**src/hw/rtl/bgs_pkg.sv**
```systemverilog
// bgs_pkg: request and response types, register indexes and fixed-point helpers
// for the bilinear grid sampler; no dependencies
package bgs_pkg;

  localparam int OP_W   = 40;
  localparam int PROD_W = 71;
  localparam int CFG_W  = 31;
  localparam int IDX_W  = 3;

  localparam logic [IDX_W-1:0] REG_GRID_WIDTH  = 3'd0;
  localparam logic [IDX_W-1:0] REG_GRID_HEIGHT = 3'd1;
  localparam logic [IDX_W-1:0] REG_BOUNDARY    = 3'd2;
  localparam logic [IDX_W-1:0] REG_CELL_W      = 3'd3;
  localparam logic [IDX_W-1:0] REG_CELL_H      = 3'd4;
  localparam logic [IDX_W-1:0] REG_INV_CELL_W  = 3'd5;
  localparam logic [IDX_W-1:0] REG_INV_CELL_H  = 3'd6;

  localparam logic [16:0] W_ONE = 17'h10000;

  typedef enum logic [1:0] {
    KIND_WRITE  = 2'd0,
    KIND_SAMPLE = 2'd1,
    KIND_GRAD   = 2'd2,
    KIND_CURL   = 2'd3
  } kind_e;

  typedef struct packed {
    kind_e              kind;
    logic signed [31:0] pos_x;
    logic signed [31:0] pos_y;
    logic [5:0]         cell_x;
    logic [5:0]         cell_y;
    logic signed [31:0] cell_value;
  } bgs_req_t;

  typedef struct packed {
    logic signed [31:0] result_x;
    logic signed [31:0] result_y;
    logic               out_of_range;
  } bgs_rsp_t;

  function automatic logic signed [PROD_W-1:0] round16(input logic signed [PROD_W-1:0] p);
    logic signed [PROD_W-1:0] s;
    s = p + PROD_W'(32768);
    return s >>> 16;
  endfunction

  function automatic logic signed [31:0] sat32(input logic signed [PROD_W-1:0] v);
    logic signed [PROD_W-1:0] hi;
    logic signed [PROD_W-1:0] lo;
    hi = PROD_W'(64'sh7FFFFFFF);
    lo = -PROD_W'(64'sh80000000);
    if (v > hi) return 32'sh7FFFFFFF;
    if (v < lo) return 32'sh80000000;
    return 32'(v);
  endfunction

endpackage

```
**src/hw/rtl/bgs_mul.sv**
```systemverilog
// bgs_mul: shared signed-by-unsigned multiplier, two partial products computed in turn
// depends on bgs_pkg
module bgs_mul (
  input  logic                              clk_i,
  input  logic                              rst_ni,
  input  logic                              start_i,
  input  logic signed [bgs_pkg::OP_W-1:0]   a_i,
  input  logic [bgs_pkg::CFG_W-1:0]         b_i,
  output logic                              done_o,
  output logic signed [bgs_pkg::PROD_W-1:0] p_o
);
  import bgs_pkg::*;

  localparam int LO_W = 20;
  localparam int HI_W = OP_W - LO_W;

  logic [1:0]                     phase_q;
  logic                           done_q;
  logic signed [OP_W-1:0]         a_q;
  logic [CFG_W-1:0]               b_q;
  logic [LO_W+CFG_W-1:0]          lo_q;
  logic signed [HI_W+CFG_W:0]     hi_q;

  always_ff @(posedge clk_i or negedge rst_ni) begin
    if (!rst_ni) begin
      phase_q <= 2'd0;
      done_q  <= 1'b0;
    end else begin
      done_q <= 1'b0;
      case (phase_q)
        2'd0: if (start_i) phase_q <= 2'd1;
        2'd1: phase_q <= 2'd2;
        2'd2: begin
          phase_q <= 2'd0;
          done_q  <= 1'b1;
        end
        default: phase_q <= 2'd0;
      endcase
    end
  end

  always_ff @(posedge clk_i) begin
    if (phase_q == 2'd0 && start_i) begin
      a_q <= a_i;
      b_q <= b_i;
    end
    if (phase_q == 2'd1) lo_q <= a_q[LO_W-1:0] * b_q;
    if (phase_q == 2'd2) hi_q <= $signed(a_q[OP_W-1:LO_W]) * $signed({1'b0, b_q});
  end

  assign done_o = done_q;
  assign p_o    = (PROD_W'(hi_q) <<< LO_W) + $signed(PROD_W'(lo_q));

endmodule

```
**config.mk**
```make
export PLATFORM = sky130hd
export DESIGN_NAME = bgs_mul
export DESIGN_NICKNAME = d
export VERILOG_FILES = /design/src/hw/rtl/bgs_pkg.sv /design/src/hw/rtl/bgs_mul.sv
export SDC_FILE = /design/constraint.sdc
export NUM_CORES = 2
export LEC_CHECK = 0
export ABC_AREA = 1
export BUFFER_PORTS_ARGS = -buffer_cell sky130_fd_sc_hd__buf_4
export CAP_MARGIN = 20
export CORE_MARGIN = 2
export CORE_UTILIZATION = 45
export CTS_BUF_LIST = sky130_fd_sc_hd__clkbuf_2 sky130_fd_sc_hd__clkbuf_4 sky130_fd_sc_hd__clkbuf_8
export DETAILED_ROUTE_END_ITERATION = 8
export GPL_TIMING_DRIVEN = 0
export PLACE_DENSITY = 0.59
export SYNTH_ARGS = -nofsm -noshare
export SYNTH_HDL_FRONTEND = slang
export SYNTH_SLANG_ARGS = --single-unit
```
**constraint.sdc**
```tcl
create_clock -name clk_i -period 9.46 [get_ports clk_i]
set_input_delay 0.946 -clock clk_i [delete_from_list [all_inputs] [get_ports clk_i]]
set_output_delay 0.946 -clock clk_i [all_outputs]
set_load 0.05 [all_outputs]
```
* Yosys cells after proc, flatten, opt, wreduce, memory -nomap -nowiden
Cells that the tools add are included.
Storage, ports and cells: register bits after elaboration 176, input port bits 74, output and inout bits 72, logic and storage cells 17
Operators by class: add/sub/neg operators 1, $mul 2, equal/unequal tests 3, mux-type cells 3, reductions and logical operators 2
Operators by type and width (number):
- 71-bit by 52-bit adder with 71-bit output | 1
- 20-bit by 31-bit multiplier with 51-bit output | 1
- 20-bit by 32-bit multiplier with 51-bit output | 1
- 2-bit one-hot mux with 2 select lines | 1
- 2-bit by 1-bit equality test with 1-bit output, second input constant | 1
- 2-bit equality test, second input constant | 1
- 2-bit zero test | 1
- 2-bit 2-to-1 mux | 1
- 2-bit inequality test, second input constant | 1
- 1-bit logical AND | 1
- 1-bit 2-to-1 mux | 1

* Logic depth before layout (Yosys ltp)
depth after elaboration 2, mapped depth 29, gate-level depth less buffers 28

* Worst setup path before layout
OpenSTA, ideal clock, no wires.
path kind input port to flip-flop, from in start_i, to reg a_q[0] (enable), library setup time 602 ps, arrival time 6072 ps, required time 8858 ps, path slack 2786 ps, cell stages on the path 1, path buffers 0, cells stage by stage nor3b_1
Between the ends: word-level cells in the longest chain between the ends 1
RTL lines:
- start, declared | RTL line bgs_mul.sv:6 | input logic start_i,
- 1-bit logical AND | RTL line bgs_mul.sv:43 | if (phase_q == 2'd0 && start_i) begin
- end signal, assigned | RTL line bgs_mul.sv:44 | a_q <= a_i;
- end, declared | RTL line bgs_mul.sv:19 | logic signed [OP_W-1:0] a_q;
Every way passes these cells. A chain may end at the register's enable or synchronous reset.

* Worst setup path after layout
from reg a_q[39], to reg hi_q[49], data pin
Between the ends: word-level cells in the longest chain between the ends 1
RTL lines:
- 20-bit by 32-bit multiplier with 51-bit output | RTL line bgs_mul.sv:48 | if (phase_q == 2'd2) hi_q <= $signed(a_q[OP_W-1:LO_W]) * $signed({1'b0, b_q});
- end signal, assigned | RTL line bgs_mul.sv:48
- end, declared | RTL line bgs_mul.sv:22 | logic signed [HI_W+CFG_W:0] hi_q;
Every way passes these cells.

==> summary.md <==
| Metric | Value |
|---|---|
| Util after Layout | 48.5% |
| Crit-path slowest cell | clkbuf_1 |
| Latest clock arrival within the worst-skew pair | 0.70 ns |
| Arrival @ worst endpoint | 7.77 ns |
| Setup Fix Bufs, Post-CTS | 0 |
| Grt met2 use | 51.2% |
| Initial DRC count | 3844 |
| DR WL/cell | 21.5 um |
| Initial antenna violation count | 11 |
| RSZ-0062 raised after global routing | false |
| Final instance area | 58000 um^2 |
| Startpoint types | flop |
| Post-Route WL | 198 mm |
| Synthesized area per cell | 7.31 um^2 |
| Fill cells | 12400 |
| Final GP Congestion | 0.976 |
| Global-route layer with the greatest usage | met2 |
| Layout Skew | 0.0542 ns |
| Root Buffer | clkbuf_8 |
| # IOs | 146 |
| Vias per std cell | 4.96 |
| Routing usage on met1 | 44.7% |
| # setup viols final | 0 |
| Seq/Total Area, Yosys | 9.76% |
| H-tree Lvls | 4 |
| Full die area | 123000 um^2 |
| MaxCap Viol Count | 0 |
| Clock transition at path regs | 0.16 ns |
| Via count | 45700 |
| Core Area | 119000 um^2 |
| Site Rows | 127 |
| First-pass GRT wire length | 293 mm |
| Post-synth top area share | 38.5% |
| Die Ht | 350 um |
| Min-Delay Path Class | primary input to flop |
| Critical path's most frequent cell | fa_1 |
| Port Buffers | 145 |
| Routed Antenna Nets | 0 |
| Post-synthesis instance total | 7387 |
| TritonCTS clock tree | yes |
| Clock sinks | 176 |
| Crit path buffers/inverters | 7 |
| GR Util met3 | 8.32% |
| PnR worst setup slack | 2.08 ns |
| Max clock buf depth | 2 |
| Layout cell share with drive strength beyond 1 | 5.29% |
| FF+latch count, synth | 176 |
| Syn. warnings | 0 |
| Number of buffers created by CTS | 17 |
| Synthesized Nets | 8880 |
| CP Max Fanout | 10 |
| Placed Area | 57400 um^2 |
| Cell Area, Synth | 54000 um^2 |
| DRT Pass-1 Iters | 5 |
| Crit-path cells | inv_1 -> clkbuf_1 -> nor2_1 -> fa_1 -> inv_1 -> fa_1 -> inv_1 -> fa_1 -> fa_1 -> fa_1 -> fa_1 -> inv_1 -> fa_1 -> inv_1 -> ha_1 -> nand2_2 -> nor2_2 -> inv_1 -> nor2_2 -> nand2_1 -> nor2_1 -> nand2_1 -> nand4_1 -> nand2_1 |
| Crit path largest cell delay | 0.78 ns |
| Synth cell types | 29 |
| DR DRC count | 0 |
| NumNets Final | 9076 |
| Hold Buf Count CTS | 1 |
| CP Class | flop to flop |
| Period minus WS final | 7.38 ns |
| Fin crit share | 78.0% |
| Worst reg2reg setup slack | 2.08 ns |
| Fmax achieved | 136 MHz |
| GRT Util Overall | 33.3% |
| Area delta synth->final | 7.42% |
| Post-CTS Resized | 0 |
| Setup WS pre-CTS | 2.14 ns |
| Vias in the first global route | 46400 |
| Crit-path leading delay family | adder cells |
| Setup crit end kind | flop |
| Max-slew violation count | 0 |
| Yosys top cell by area | fa_1 |
| Least-Margin Pin Slew | 1.28 ns |
| Status | finished clean |
| Top cells by area, synth | fa_1 (38%), nand2_1 (17%), inv_1 (16%) |
| GR Overflow Total | 0 |
| FF+latch area | 5270 um^2 |
| Multi-input combinational cell area | 38700 um^2 |
| Starting Density | 45.2% |
| Final hold vios | 0 |
| DPL Wire Length | 169 mm |
| Worst slew margin | 14.9% |
| Critical Path RT | 9.85 ns |
| Die width | 350 um |
| Pin count of the biggest net entering global routing | 37 |
-- sequential cells by signal (all words and copies together), names as in the netlist --
signal and count:
a_q 40, b_q 31, done_o 1, hi_q 51, lo_q 51, phase_q 2
-- through the flow --
stage,cells,setup TNS (ns),hold slack (ns)
after floorplan,7387,0,0.453
after global placement,9144,-169.48,0.475
after detailed placement,9168,0,0.554
after CTS,9201,0,0.338
after global routing,9209,0,0.373
final,9211,0,0.408
-- cells by family (layout without fill, tap and decap cells) --
| kind of cell | count (synthesis) | in the layout | synth area share [%] |
|---|---|---|---|
| AOI/OAI and AO/OA | 83 | 83 | 0.818 |
| xor gates and xnor gates | 76 | 76 | 1.23 |
| adders and majority gates | 1419 | 1419 | 47.3 |
| buffers and inverters | 2655 | 2864 | 18.6 |
| DFF | 176 | 176 | 9.76 |
| other | 0 | 3 | 0 |
| and+or+nand+nor | 2978 | 2978 | 22.3 |
-- layout by cell type, fill, tap and decap left out, types with 2 or more instances in the layout --
cell      instances
a21o_1            2
a21oi_1          69
buf_12            2
buf_4           165
buf_6            11
buf_8            18
clkbuf_1        244
clkbuf_8         17
clkinv_8          5
dfrtp_1           3
diode_2           3
edfxtp_1        173
fa_1           1038
ha_1            381
inv_1          2369
inv_2            22
inv_8             5
nand2_1        2415
nand2_2          43
nand3_1         139
nand3_2          16
nand3b_1          2
nand4_1          31
nor2_1          217
nor2_2           52
nor2_4           15
nor3_1           17
nor3_2           10
nor4_1            3
o21ai_0           3
o21bai_1          8
or2_2            16
xnor2_1           4
xor2_1           72
-- per-layer routing --
| layer | vias to the layer above | wire length, um |
|---|---|---|
| met2 | 2095 | 85600 |
| met1 | 22200 | 82100 |
| met5 | - | 221 |
| li1 | 20900 | - |
| met3 | 399 | 20500 |
| met4 | 12 | 9360 |
-- final cells by class --
| type | count | area share [%] |
|---|---|---|
| plain buffers | 264 | 1.84 |
| well taps | 1612 | 3.48 |
| flip-flops and latches | 176 | 9.09 |
| multi-input cells | 4556 | 66.7 |
| inverters | 2391 | 15.5 |
| clock inverters | 15 | 0.332 |
| clock buffers | 17 | 0.404 |
| diodes | 3 | 0.0129 |
| repair buffers | 177 | 2.64 |
-- path summary, 6_finish.rpt --
| path | start | endpoint | cells after the start |
|---|---|---|---|
| min | a_i[35] | a_q[35] | 1 |
| min reg2reg | phase_q[1] | phase_q[1] | 1 |
| max in group asynchronous | rst_ni | done_o | 2 |
| min in group asynchronous | rst_ni | phase_q[1] | 2 |
| max reg2reg | a_q[39] | hi_q[49] | 24 |
| max | a_q[39] | hi_q[49] | 24 |
-- Yosys cell counts, drive strengths merged --
master / count
buf: 20
nand3: 155
ha: 381
nand3b: 2
nor3b: 2
xor2: 72
xnor2: 4
nor2: 284
a21oi: 69
o21bai: 8
nor3: 27
a31oi: 1
clkbuf: 244
or2: 16
nand4: 31
edfxtp: 173
nand2: 2458
inv: 2391
o21ai: 3
fa: 1038
dfrtp: 3
a21o: 2
nor4: 3
Power is not shown: default switching activity piles up to over one toggle a cycle in this logic, so the estimate is an artifact.
