$ cat config.mk
export PLATFORM = sky130hd
export DESIGN_NAME = bgs_mod
export DESIGN_NICKNAME = d
export VERILOG_FILES = /design/src/hw/rtl/bgs_pkg.sv /design/src/hw/rtl/bgs_mod.sv
export SDC_FILE = /design/constraint.sdc
export NUM_CORES = 1
export LEC_CHECK = 0
export ABC_AREA = 0
export BUFFER_PORTS_ARGS = -buffer_cell sky130_fd_sc_hd__buf_2
export CAP_MARGIN = 30
export CORE_MARGIN = 4
export CORE_UTILIZATION = 40
export DETAILED_ROUTE_END_ITERATION = 12
export PLACE_DENSITY_LB_ADDON = 0.15
export SLEW_MARGIN = 0
export SYNTH_ARGS = -nofsm -noshare
export SYNTH_HDL_FRONTEND = slang
export SYNTH_SLANG_ARGS = --single-unit
$ cat constraint.sdc
create_clock -name clk_i -period 2.9 [get_ports clk_i]
set_clock_uncertainty 0.1 [all_clocks]
set_input_delay 0 -clock clk_i [delete_from_list [all_inputs] [get_ports clk_i]]
set_output_delay 0 -clock clk_i [all_outputs]
set_load 0.03 [all_outputs]
$ cat src/hw/rtl/bgs_pkg.sv
// bgs_pkg: request and response types, register indexes and fixed-point helpers
// for the bilinear grid sampler; no dependencies
package bgs_pkg;

  localparam int OP_W   = 40;
  localparam int PROD_W = 71;
  localparam int CFG_W  = 31;
  localparam int IDX_W  = 3;

  localparam logic [IDX_W-1:0] REG_GRID_WIDTH  = 3'd0;
  localparam logic [IDX_W-1:0] REG_GRID_HEIGHT = 3'd1;
  localparam logic [IDX_W-1:0] REG_BOUNDARY    = 3'd2;
  localparam logic [IDX_W-1:0] REG_CELL_W      = 3'd3;
  localparam logic [IDX_W-1:0] REG_CELL_H      = 3'd4;
  localparam logic [IDX_W-1:0] REG_INV_CELL_W  = 3'd5;
  localparam logic [IDX_W-1:0] REG_INV_CELL_H  = 3'd6;

  localparam logic [16:0] W_ONE = 17'h10000;

  typedef enum logic [1:0] {
    KIND_WRITE  = 2'd0,
    KIND_SAMPLE = 2'd1,
    KIND_GRAD   = 2'd2,
    KIND_CURL   = 2'd3
  } kind_e;

  typedef struct packed {
    kind_e              kind;
    logic signed [31:0] pos_x;
    logic signed [31:0] pos_y;
    logic [5:0]         cell_x;
    logic [5:0]         cell_y;
    logic signed [31:0] cell_value;
  } bgs_req_t;

  typedef struct packed {
    logic signed [31:0] result_x;
    logic signed [31:0] result_y;
    logic               out_of_range;
  } bgs_rsp_t;

  function automatic logic signed [PROD_W-1:0] round16(input logic signed [PROD_W-1:0] p);
    logic signed [PROD_W-1:0] s;
    s = p + PROD_W'(32768);
    return s >>> 16;
  endfunction

  function automatic logic signed [31:0] sat32(input logic signed [PROD_W-1:0] v);
    logic signed [PROD_W-1:0] hi;
    logic signed [PROD_W-1:0] lo;
    hi = PROD_W'(64'sh7FFFFFFF);
    lo = -PROD_W'(64'sh80000000);
    if (v > hi) return 32'sh7FFFFFFF;
    if (v < lo) return 32'sh80000000;
    return 32'(v);
  endfunction

endpackage

$ cat src/hw/rtl/bgs_mod.sv
// bgs_mod: restoring remainder unit, one dividend bit a cycle
// depends on bgs_pkg
module bgs_mod #(
  parameter int NW = 7
) (
  input  logic                    clk_i,
  input  logic                    rst_ni,
  input  logic                    start_i,
  input  logic [bgs_pkg::OP_W-1:0] dividend_i,
  input  logic [NW-1:0]           divisor_i,
  output logic                    done_o,
  output logic [NW-1:0]           rem_o
);
  import bgs_pkg::*;

  localparam int CW = $clog2(OP_W);

  logic            busy_q;
  logic            done_q;
  logic [CW-1:0]   cnt_q;
  logic [OP_W-1:0] dvd_q;
  logic [NW-1:0]   n_q;
  logic [NW-1:0]   rem_q;
  logic [NW:0]     trial;
  logic [NW:0]     diff;

  assign trial = {rem_q, dvd_q[OP_W-1]};
  assign diff  = trial - {1'b0, n_q};

  always_ff @(posedge clk_i or negedge rst_ni) begin
    if (!rst_ni) begin
      busy_q <= 1'b0;
      done_q <= 1'b0;
      cnt_q  <= '0;
    end else begin
      done_q <= 1'b0;
      if (!busy_q && start_i) begin
        busy_q <= 1'b1;
        cnt_q  <= '0;
      end else if (busy_q) begin
        cnt_q <= cnt_q + CW'(1);
        if (cnt_q == CW'(OP_W - 1)) begin
          busy_q <= 1'b0;
          done_q <= 1'b1;
        end
      end
    end
  end

  always_ff @(posedge clk_i) begin
    if (!busy_q && start_i) begin
      dvd_q <= dividend_i;
      n_q   <= divisor_i;
      rem_q <= '0;
    end else if (busy_q) begin
      dvd_q <= {dvd_q[OP_W-2:0], 1'b0};
      rem_q <= (trial >= {1'b0, n_q}) ? diff[NW-1:0] : trial[NW-1:0];
    end
  end

  assign done_o = done_q;
  assign rem_o  = rem_q;

endmodule

======== Yosys cells after proc, flatten, opt, wreduce, memory -nomap -nowiden ========
Cells that the tools add are included.
word-level totals
  output and inout port bits .............. 8
  bits in registers ....................... 62
cells by class
  reductions and logical operators ........ 3
  order comparisons ....................... 1
  add/subtract/negate cells ............... 2
  equality and inequality tests ........... 1
  muxes and demuxes ....................... 11
operators with widths
  kind                   number
  $mux W40               2
  $mux W6                2
  $ge A8 B7 Y1           1
  $mux W7                1
  $sub A7 B7 Y7          1
  $add A6 B1 Y6 const B  1
  $eq A6 B6 Y1 const B   1
  $mux W1                6
  $reduce_bool A2 Y1     1
  $logic_and A1 B1 Y1    1
  $logic_not A1 Y1       1

======== Longest topological paths before layout ========
Gate-level depths: netlist (run 1).
  depth after elaboration ................. 4
  mapped depth ............................ 10
  depth with buffers taken out ............ 9

======== Worst setup path after synthesis (run 1) ========
No wires, ideal clock.
  path type ............................... reg-to-reg
  from .................................... register dvd_q[39]
  to ...................................... register rem_q[6] (netlist: rem_o[6])
  buffers on the path ..................... 1
  slack ................................... 596 ps
  required time ........................... 2684 ps
  arrival ................................. 2088 ps
  cell stages (with the launch flop) ...... 10
  path through ............................ edfxtp_1 inv_1 ha_1 inv_1 fa_1 a211oi_2 o211ai_1 a311o_1 buf_6 a31o_1
between the ends
  longest elaborated chain between the ends .. 2
  elaborated cells on any way between the ends .. 3
  classes of those cells .................. 1 x add/sub; 1 x order compare; 1 x mux
ends and longest elaborated chain
  element                                               line                          text
  start: declaration                                    bgs_mod.sv:21                 logic [OP_W-1:0] dvd_q;
  start signal: assignment                              bgs_mod.sv:52                 dvd_q <= dividend_i;
  start signal: assignment                              bgs_mod.sv:56                 dvd_q <= {dvd_q[OP_W-2:0], 1'b0};
  $sub A7 B7 Y7 / $ge A8 B7 Y1 (equally long branches)  bgs_mod.sv:28, bgs_mod.sv:57
  $mux W7 *                                             bgs_mod.sv:57                 rem_q <= (trial >= {1'b0, n_q}) ? diff[NW-1:0] : trial[NW-1:0];
  end signal: assignment                                bgs_mod.sv:57
  end: declaration                                      bgs_mod.sv:23                 logic [NW-1:0] rem_q;
Every way passes the cells marked *; elsewhere a longest branch is shown, timed or not.
A chain may end at the register's enable or synchronous reset.

======== Final worst setup path (run 1) ========
  from .................................... register dvd_q[39]
  to ...................................... register rem_q[0] (netlist: rem_o[0])
The elaborated chain is that of the path after synthesis.

==> results of run 1 <==
-- worst paths after layout --
check                                         to  slack, ns                  from  depth (start not counted)
min reg2reg                 cnt_q[5]$_DFFE_PN0P_       0.39  cnt_q[5]$_DFFE_PN0P_                          1
min in group asynchronous   cnt_q[4]$_DFFE_PN0P_       0.54                rst_ni                          3
max                        rem_o[0]$_SDFFE_PP0P_       0.34   dvd_q[39]$_DFFE_PP_                          9
min                             n_q[4]$_DFFE_PP_       0.29          divisor_i[4]                          2
max reg2reg                rem_o[0]$_SDFFE_PP0P_       0.34   dvd_q[39]$_DFFE_PP_                          9
max in group asynchronous   cnt_q[0]$_DFFE_PN0P_       1.89                rst_ni                          3
-- cell usage after synthesis --
master / count / area [sq um]
inv_1: 12 / 45.0
o211ai_1: 8 / 60.1
a21oi_1: 4 / 20.0
nand4_1: 2 / 12.5
mux2_2: 1 / 11.3
buf_6: 1 / 11.3
dfrtp_1: 8 / 200
nor3b_1: 1 / 7.51
a311o_1: 1 / 10.0
clkbuf_1: 12 / 45.0
nor2_1: 5 / 18.8
fa_1: 1 / 20.0
dfxtp_1: 7 / 140
o31ai_1: 1 / 7.51
nor4_1: 1 / 6.26
and2_1: 1 / 6.26
xor2_1: 3 / 26.3
o21bai_1: 1 / 7.51
a211oi_2: 1 / 12.5
a31o_1: 1 / 8.76
nand2b_1: 3 / 18.8
ha_1: 8 / 100
mux2i_1: 2 / 20.0
a22o_1: 4 / 35.0
a31oi_1: 1 / 6.26
edfxtp_1: 47 / 1410
xnor2_1: 2 / 17.5
o21ai_0: 7 / 35.0
nand2_1: 133 / 499
or3_1: 1 / 6.26
nand3_1: 5 / 25.0
o2111ai_1: 1 / 8.76
-- registers in the layout, summed over array words and instances, names as in the netlist --
name	cells
busy_q	1
cnt_q	6
done_o	1
dvd_q	40
n_q	7
rem_o	7
-- layer usage --
layer  GRT usage [%]  part of all wire (%)
met2            25.5                    48
met3            3.01                   3.1
met1            20.0                    47
met4            8.29                   2.1
met5               0                     0
-- where the power goes --
part | leakage [nW] | switching, W | total (W) | internal [W]
Clock | 0.0784 | 0.000312 | 0.000622 | 0.000309
Sequential | 0.678 | 0.000178 | 0.00157 | 0.00139
Combinational | 1.08 | 0.000655 | 0.00119 | 0.000535
-- through the flow --
stage | instance area, sq um | setup WS [ns] | hold WS (ns) | util, %
after floorplan | 2860 | 0.596 | -0.396 | -
after global placement | 3260 | 0.380 | -0.249 | 47.4
after detailed placement | 3260 | 0.339 | -0.248 | 47.4
after CTS | 3910 | 0.320 | 0.258 | 57.0
after global routing | 3910 | 0.120 | 0.289 | 57.0
final | 3910 | 0.342 | 0.288 | 57.0
-- final cells by class --
cell class	instances	area, sq um
multi-input cells	199	1010
well taps	96	120
fillers	611	2960
inverters	12	45.0
clock buffers	14	143
flip-flops and latches	62	1750
clock inverters	2	10.0
repair buffers	112	836
-- cell families after synthesis --
kind of cell	synth area share, %
AO/OA/AOI/OAI	7.39
XOR/XNOR	1.53
adder cells (fa/ha/maj)	4.20
buffers and inverters	3.54
flip-flops	61.2
multiplexers	1.09
AND/OR/NAND/NOR	21.0
==> summary.md, run 1 <==
| Metric | Value |
|---|---|
| Top Ports | 58 |
| Cts bufs inserted | 9 |
| Unrepaired setup endpoints after global routing | no |
| Kind of critical path | reg2reg |
| Max Slew Vio Count | 0 |
| Grt total ovfl | 0 |
| Power Total | 0.00338 W |
| Seq/Total Area, Yosys | 61.2% |
| DRC | 0 |
| Placed insts | 431 |
| I/O Buffers | 57 |
| Slew headroom | 49.7% |
| Setup Viol. Count Final | 0 |
| Final period util | 88.2% |
| Final Hold Vio Count | 0 |
| Clock buffer depth | 2 |
| Vias in the first global route | 2336 |
| Vias post-DR | 2267 |
| Routed vias/inst | 4.56 |
| CTS tree | built |
| Gr usage total | 15.8% |
| CTS resizes | 0 |
| Worst Tran Pin Value | 0.751 ns |
| Largest net degree at the start of global routing | 38 |
| Highest Clock Rate | 391 MHz |
| Fin crit period | 2.56 ns |
| WP buf/inv | 2 |
| Synth cell types | 32 |
| Gate Count Post-Synth | 286 |
| Routability cong. | 0.734 |
| Setup bufs post-CTS | 0 |
| Ratio of cells with drive above 1 in the final layout | 18.7% |
| Setup crit start kind | register |
| Slowest stage delay, CP | 0.50 ns |
| Finished Layout Cells | 497 |
| Endpoint class of the critical path | register |
| Drt wl/cell | 12.3 um |
| CP Max Fanout | 13 |
| Clk sinks | 62 |
| Worst Path Required | 3.02 ns |
| Cell chosen for the clock root | clkbuf_8 |
| Hold crit path type | in2reg |
| LEAKAGE | 1.83 nW |
| ANT cells | 0 |
| CP max stage cell | a311o_1 |
| Most frequent cells in the layout | nand2_1, buf_2, dlygate4sd3_1, edfxtp_1, inv_1 |
| Rows | 30 |
| # H-tree levels | 3 |
| Core area | 6870 sq um |
| DR iter-0 viols | 102 |
| PwrDens | 865 nW/um^2 |
| Crit path arrival time | 2.68 ns |
| Later-pin clock latency in the skew report | 0.33 ns |
| Final wirelength | 6100 um |
| Final net count | 455 |
| DRT Pass-1 Iters | 4 |
| Initial Utilization | 41.6% |
| Die Wd | 92.6 um |
| MaxCap Viol Count | 0 |
| Syn Std Cell Area | 2860 sq um |
| Mapped Avg Cell Area | 10.0 sq um |
| Synth warn | 0 |
| Final ANT Viol Nets | 0 |
| TNS Setup | 0 ns |
| Worst vdd ir | 368 uV |
| Commonest non-fill, non-tap cell in the layout | nand2_1 |
| Die Y | 92.6 um |
| Global-route wire length before repair | 10500 um |
| Area grow syn2layout | 36.8% |
| Clock transition at the registers of the reported paths | 0.07 ns |
| Antenna violations before repair | 0 |
| DPL Wire Length | 3740 um |
| Cell Chain, Critical Path | inv_1 -> ha_1 -> inv_1 -> fa_1 -> a211oi_2 -> o211ai_1 -> a311o_1 -> mux2i_1 -> a22o_1 |
| #FFs+latches synth | 62 |
| Synthesized Nets | 345 |
| Die area | 8570 sq um |
| Most used cell, CP | inv_1 |
| Status | finished, final reports clean |
| # hold bufs at CTS | 50 |
| CP delay by family, top | compound AO/OA/AOI/OAI gates |
No activity file was read; power rests on OpenSTA's default activity.
==> run 2, diff against run 1 <==
- CAP_MARGIN: 30 -> 25
- RECOVER_POWER: default -> 50
==> summary.md, run 2 (synthesis gave the netlist of run 1 again) <==
| Metric | Value |
|---|---|
| Area grow syn2layout | 36.3% |
| Most frequent cells in the layout | nand2_1, dlygate4sd3_1, buf_2, edfxtp_1, clkbuf_1 |
| Crit path arrival time | 2.68 ns |
| Die Y | 92.6 um |
| DPL Wire Length | 3740 um |
| Kind of critical path | reg2reg |
| Highest Clock Rate | 391 MHz |
| PwrDens | 865 nW/um^2 |
| Cell chosen for the clock root | clkbuf_8 |
| Global-route wire length before repair | 10500 um |
| Cts bufs inserted | 9 |
| Worst Tran Pin Value | 0.808 ns |
| DRT Pass-1 Iters | 4 |
| Routability cong. | 0.734 |
| CTS resizes | 0 |
| Final ANT Viol Nets | 0 |
| Clock transition at the registers of the reported paths | 0.07 ns |
| Clk sinks | 62 |
| Endpoint class of the critical path | register |
| TNS Setup | 0 ns |
| Met2 Use GR | 25.5% |
| Vias in the first global route | 2336 |
| Routed vias/inst | 4.57 |
| Commonest non-fill, non-tap cell in the layout | nand2_1 |
| # H-tree levels | 3 |
| Die area | 8570 sq um |
| Initial Utilization | 41.6% |
| Slowest stage delay, CP | 0.50 ns |
| Hold crit path type | in2reg |
| Worst Path Required | 3.02 ns |
| Worst vdd ir | 368 uV |
| WP buf/inv | 2 |
| Core area | 6870 sq um |
| LEAKAGE | 1.80 nW |
| Gr usage total | 15.8% |
| Met1 GRT Util | 20.0% |
| Setup WS post-layout | 0.340 ns |
| Status | finished, final reports clean |
| Reg power frac | 46.7% |
| Int Pwr | 0.00222 W |
| Switching Share | 34.1% |
| Ratio of cells with drive above 1 in the final layout | 16.5% |
| Final wirelength | 6120 um |
| Largest net degree at the start of global routing | 38 |
| Clock buffer depth | 2 |
| ANT cells | 0 |
| Placed inst area | 3260 sq um |
| CP Max Fanout | 13 |
| Design area | 3900 sq um |
| Top Ports | 58 |
| Drt wl/cell | 12.3 um |
| Fin crit period | 2.56 ns |
| Sw power | 0.00115 W |
| Max Slew Vio Count | 0 |
| CP delay by family, top | compound AO/OA/AOI/OAI gates |
| Most used cell, CP | inv_1 |
| Reg with most FFs | dvd_q |
| Vias post-DR | 2269 |
| DRC | 0 |
| Die Wd | 92.6 um |
| Power Total | 0.00337 W |
| Rows | 30 |
| MaxCap Viol Count | 0 |
| Grt total ovfl | 0 |
| Final net count | 455 |
| CP max stage cell | a311o_1 |
| Largest register FFs | 40 |
| Setup Viol. Count Final | 0 |
| Antenna violations before repair | 0 |
| Final period util | 88.3% |
| Cell Chain, Critical Path | inv_1 -> ha_1 -> inv_1 -> fa_1 -> a211oi_2 -> o211ai_1 -> a311o_1 -> mux2i_1 -> a22o_1 |
| Place WS | 0.339 ns |
| Met3 usage | 3.01% |
| Slew headroom | 46.1% |
| Clock power share | 18.4% |
| Combinational Power Share | 34.9% |
| CTS tree | built |
| WHS | 0.288 ns |
| Top Usage Layer GRT | met2 |
| Later-pin clock latency in the skew report | 0.33 ns |
| Setup crit start kind | register |
| Unrepaired setup endpoints after global routing | no |
| Final Hold Vio Count | 0 |
| DR iter-0 viols | 106 |
| I/O Buffers | 57 |
-- run 2: final timing paths --
path	from	end	slack [ns]	depth (start not counted)
min in group asynchronous	rst_ni	cnt_q[4]$_DFFE_PN0P_	0.54	3
max reg2reg	dvd_q[39]$_DFFE_PP_	rem_o[0]$_SDFFE_PP0P_	0.34	9
max in group asynchronous	rst_ni	cnt_q[0]$_DFFE_PN0P_	1.89	3
min	divisor_i[4]	n_q[4]$_DFFE_PP_	0.29	2
max	dvd_q[39]$_DFFE_PP_	rem_o[0]$_SDFFE_PP0P_	0.34	9
min reg2reg	cnt_q[5]$_DFFE_PN0P_	cnt_q[5]$_DFFE_PN0P_	0.39	1
-- run 2: per-stage QoR --
step,std cells,utilization (%)
CTS,497,57.0
finish,497,56.8
floorplan,286,-
detailed placement,431,47.4
global route,497,56.8
global placement,431,47.4
-- run 2: per-layer routing --
metal  wire length, um  vias up
met2              2910       44
met1              2900     1028
met5                 0        -
met3               182       11
li1                  -     1186
met4               128        0
-- run 2: repair_timing --
action | in CTS | in global routing
buffers inserted | 0 | 0
endpoints found under the hold margin | 56 | 0
hold buffers | 50 | 0
endpoints found under the setup margin | 0 | 0
-- run 2: power groups by stage --
| stage | logic, W | clock network (W) | registers (W) |
|---|---|---|---|
| detailed placement | 0.00115 | 0 | 0.00159 |
| global placement | 0.00113 | 0 | 0.00158 |
| finish | 0.00118 | 0.000622 | 0.00157 |
| floorplan | 0.000824 | 0 | 0.00164 |
| global route | 0.00136 | 0.000680 | 0.00161 |
| CTS | 0.00120 | 0.000641 | 0.00158 |
-- run 2: area by class of cell --
cell class / instances / area (sq um)
Fill cell: 620 / 2970
Clock buffer: 14 / 143
Timing Repair Buffer: 112 / 822
Multi-Input combinational cell: 199 / 1010
Sequential cell: 62 / 1750
Clock inverter: 2 / 10.0
Tap cell: 96 / 120
Inverter: 12 / 45.0
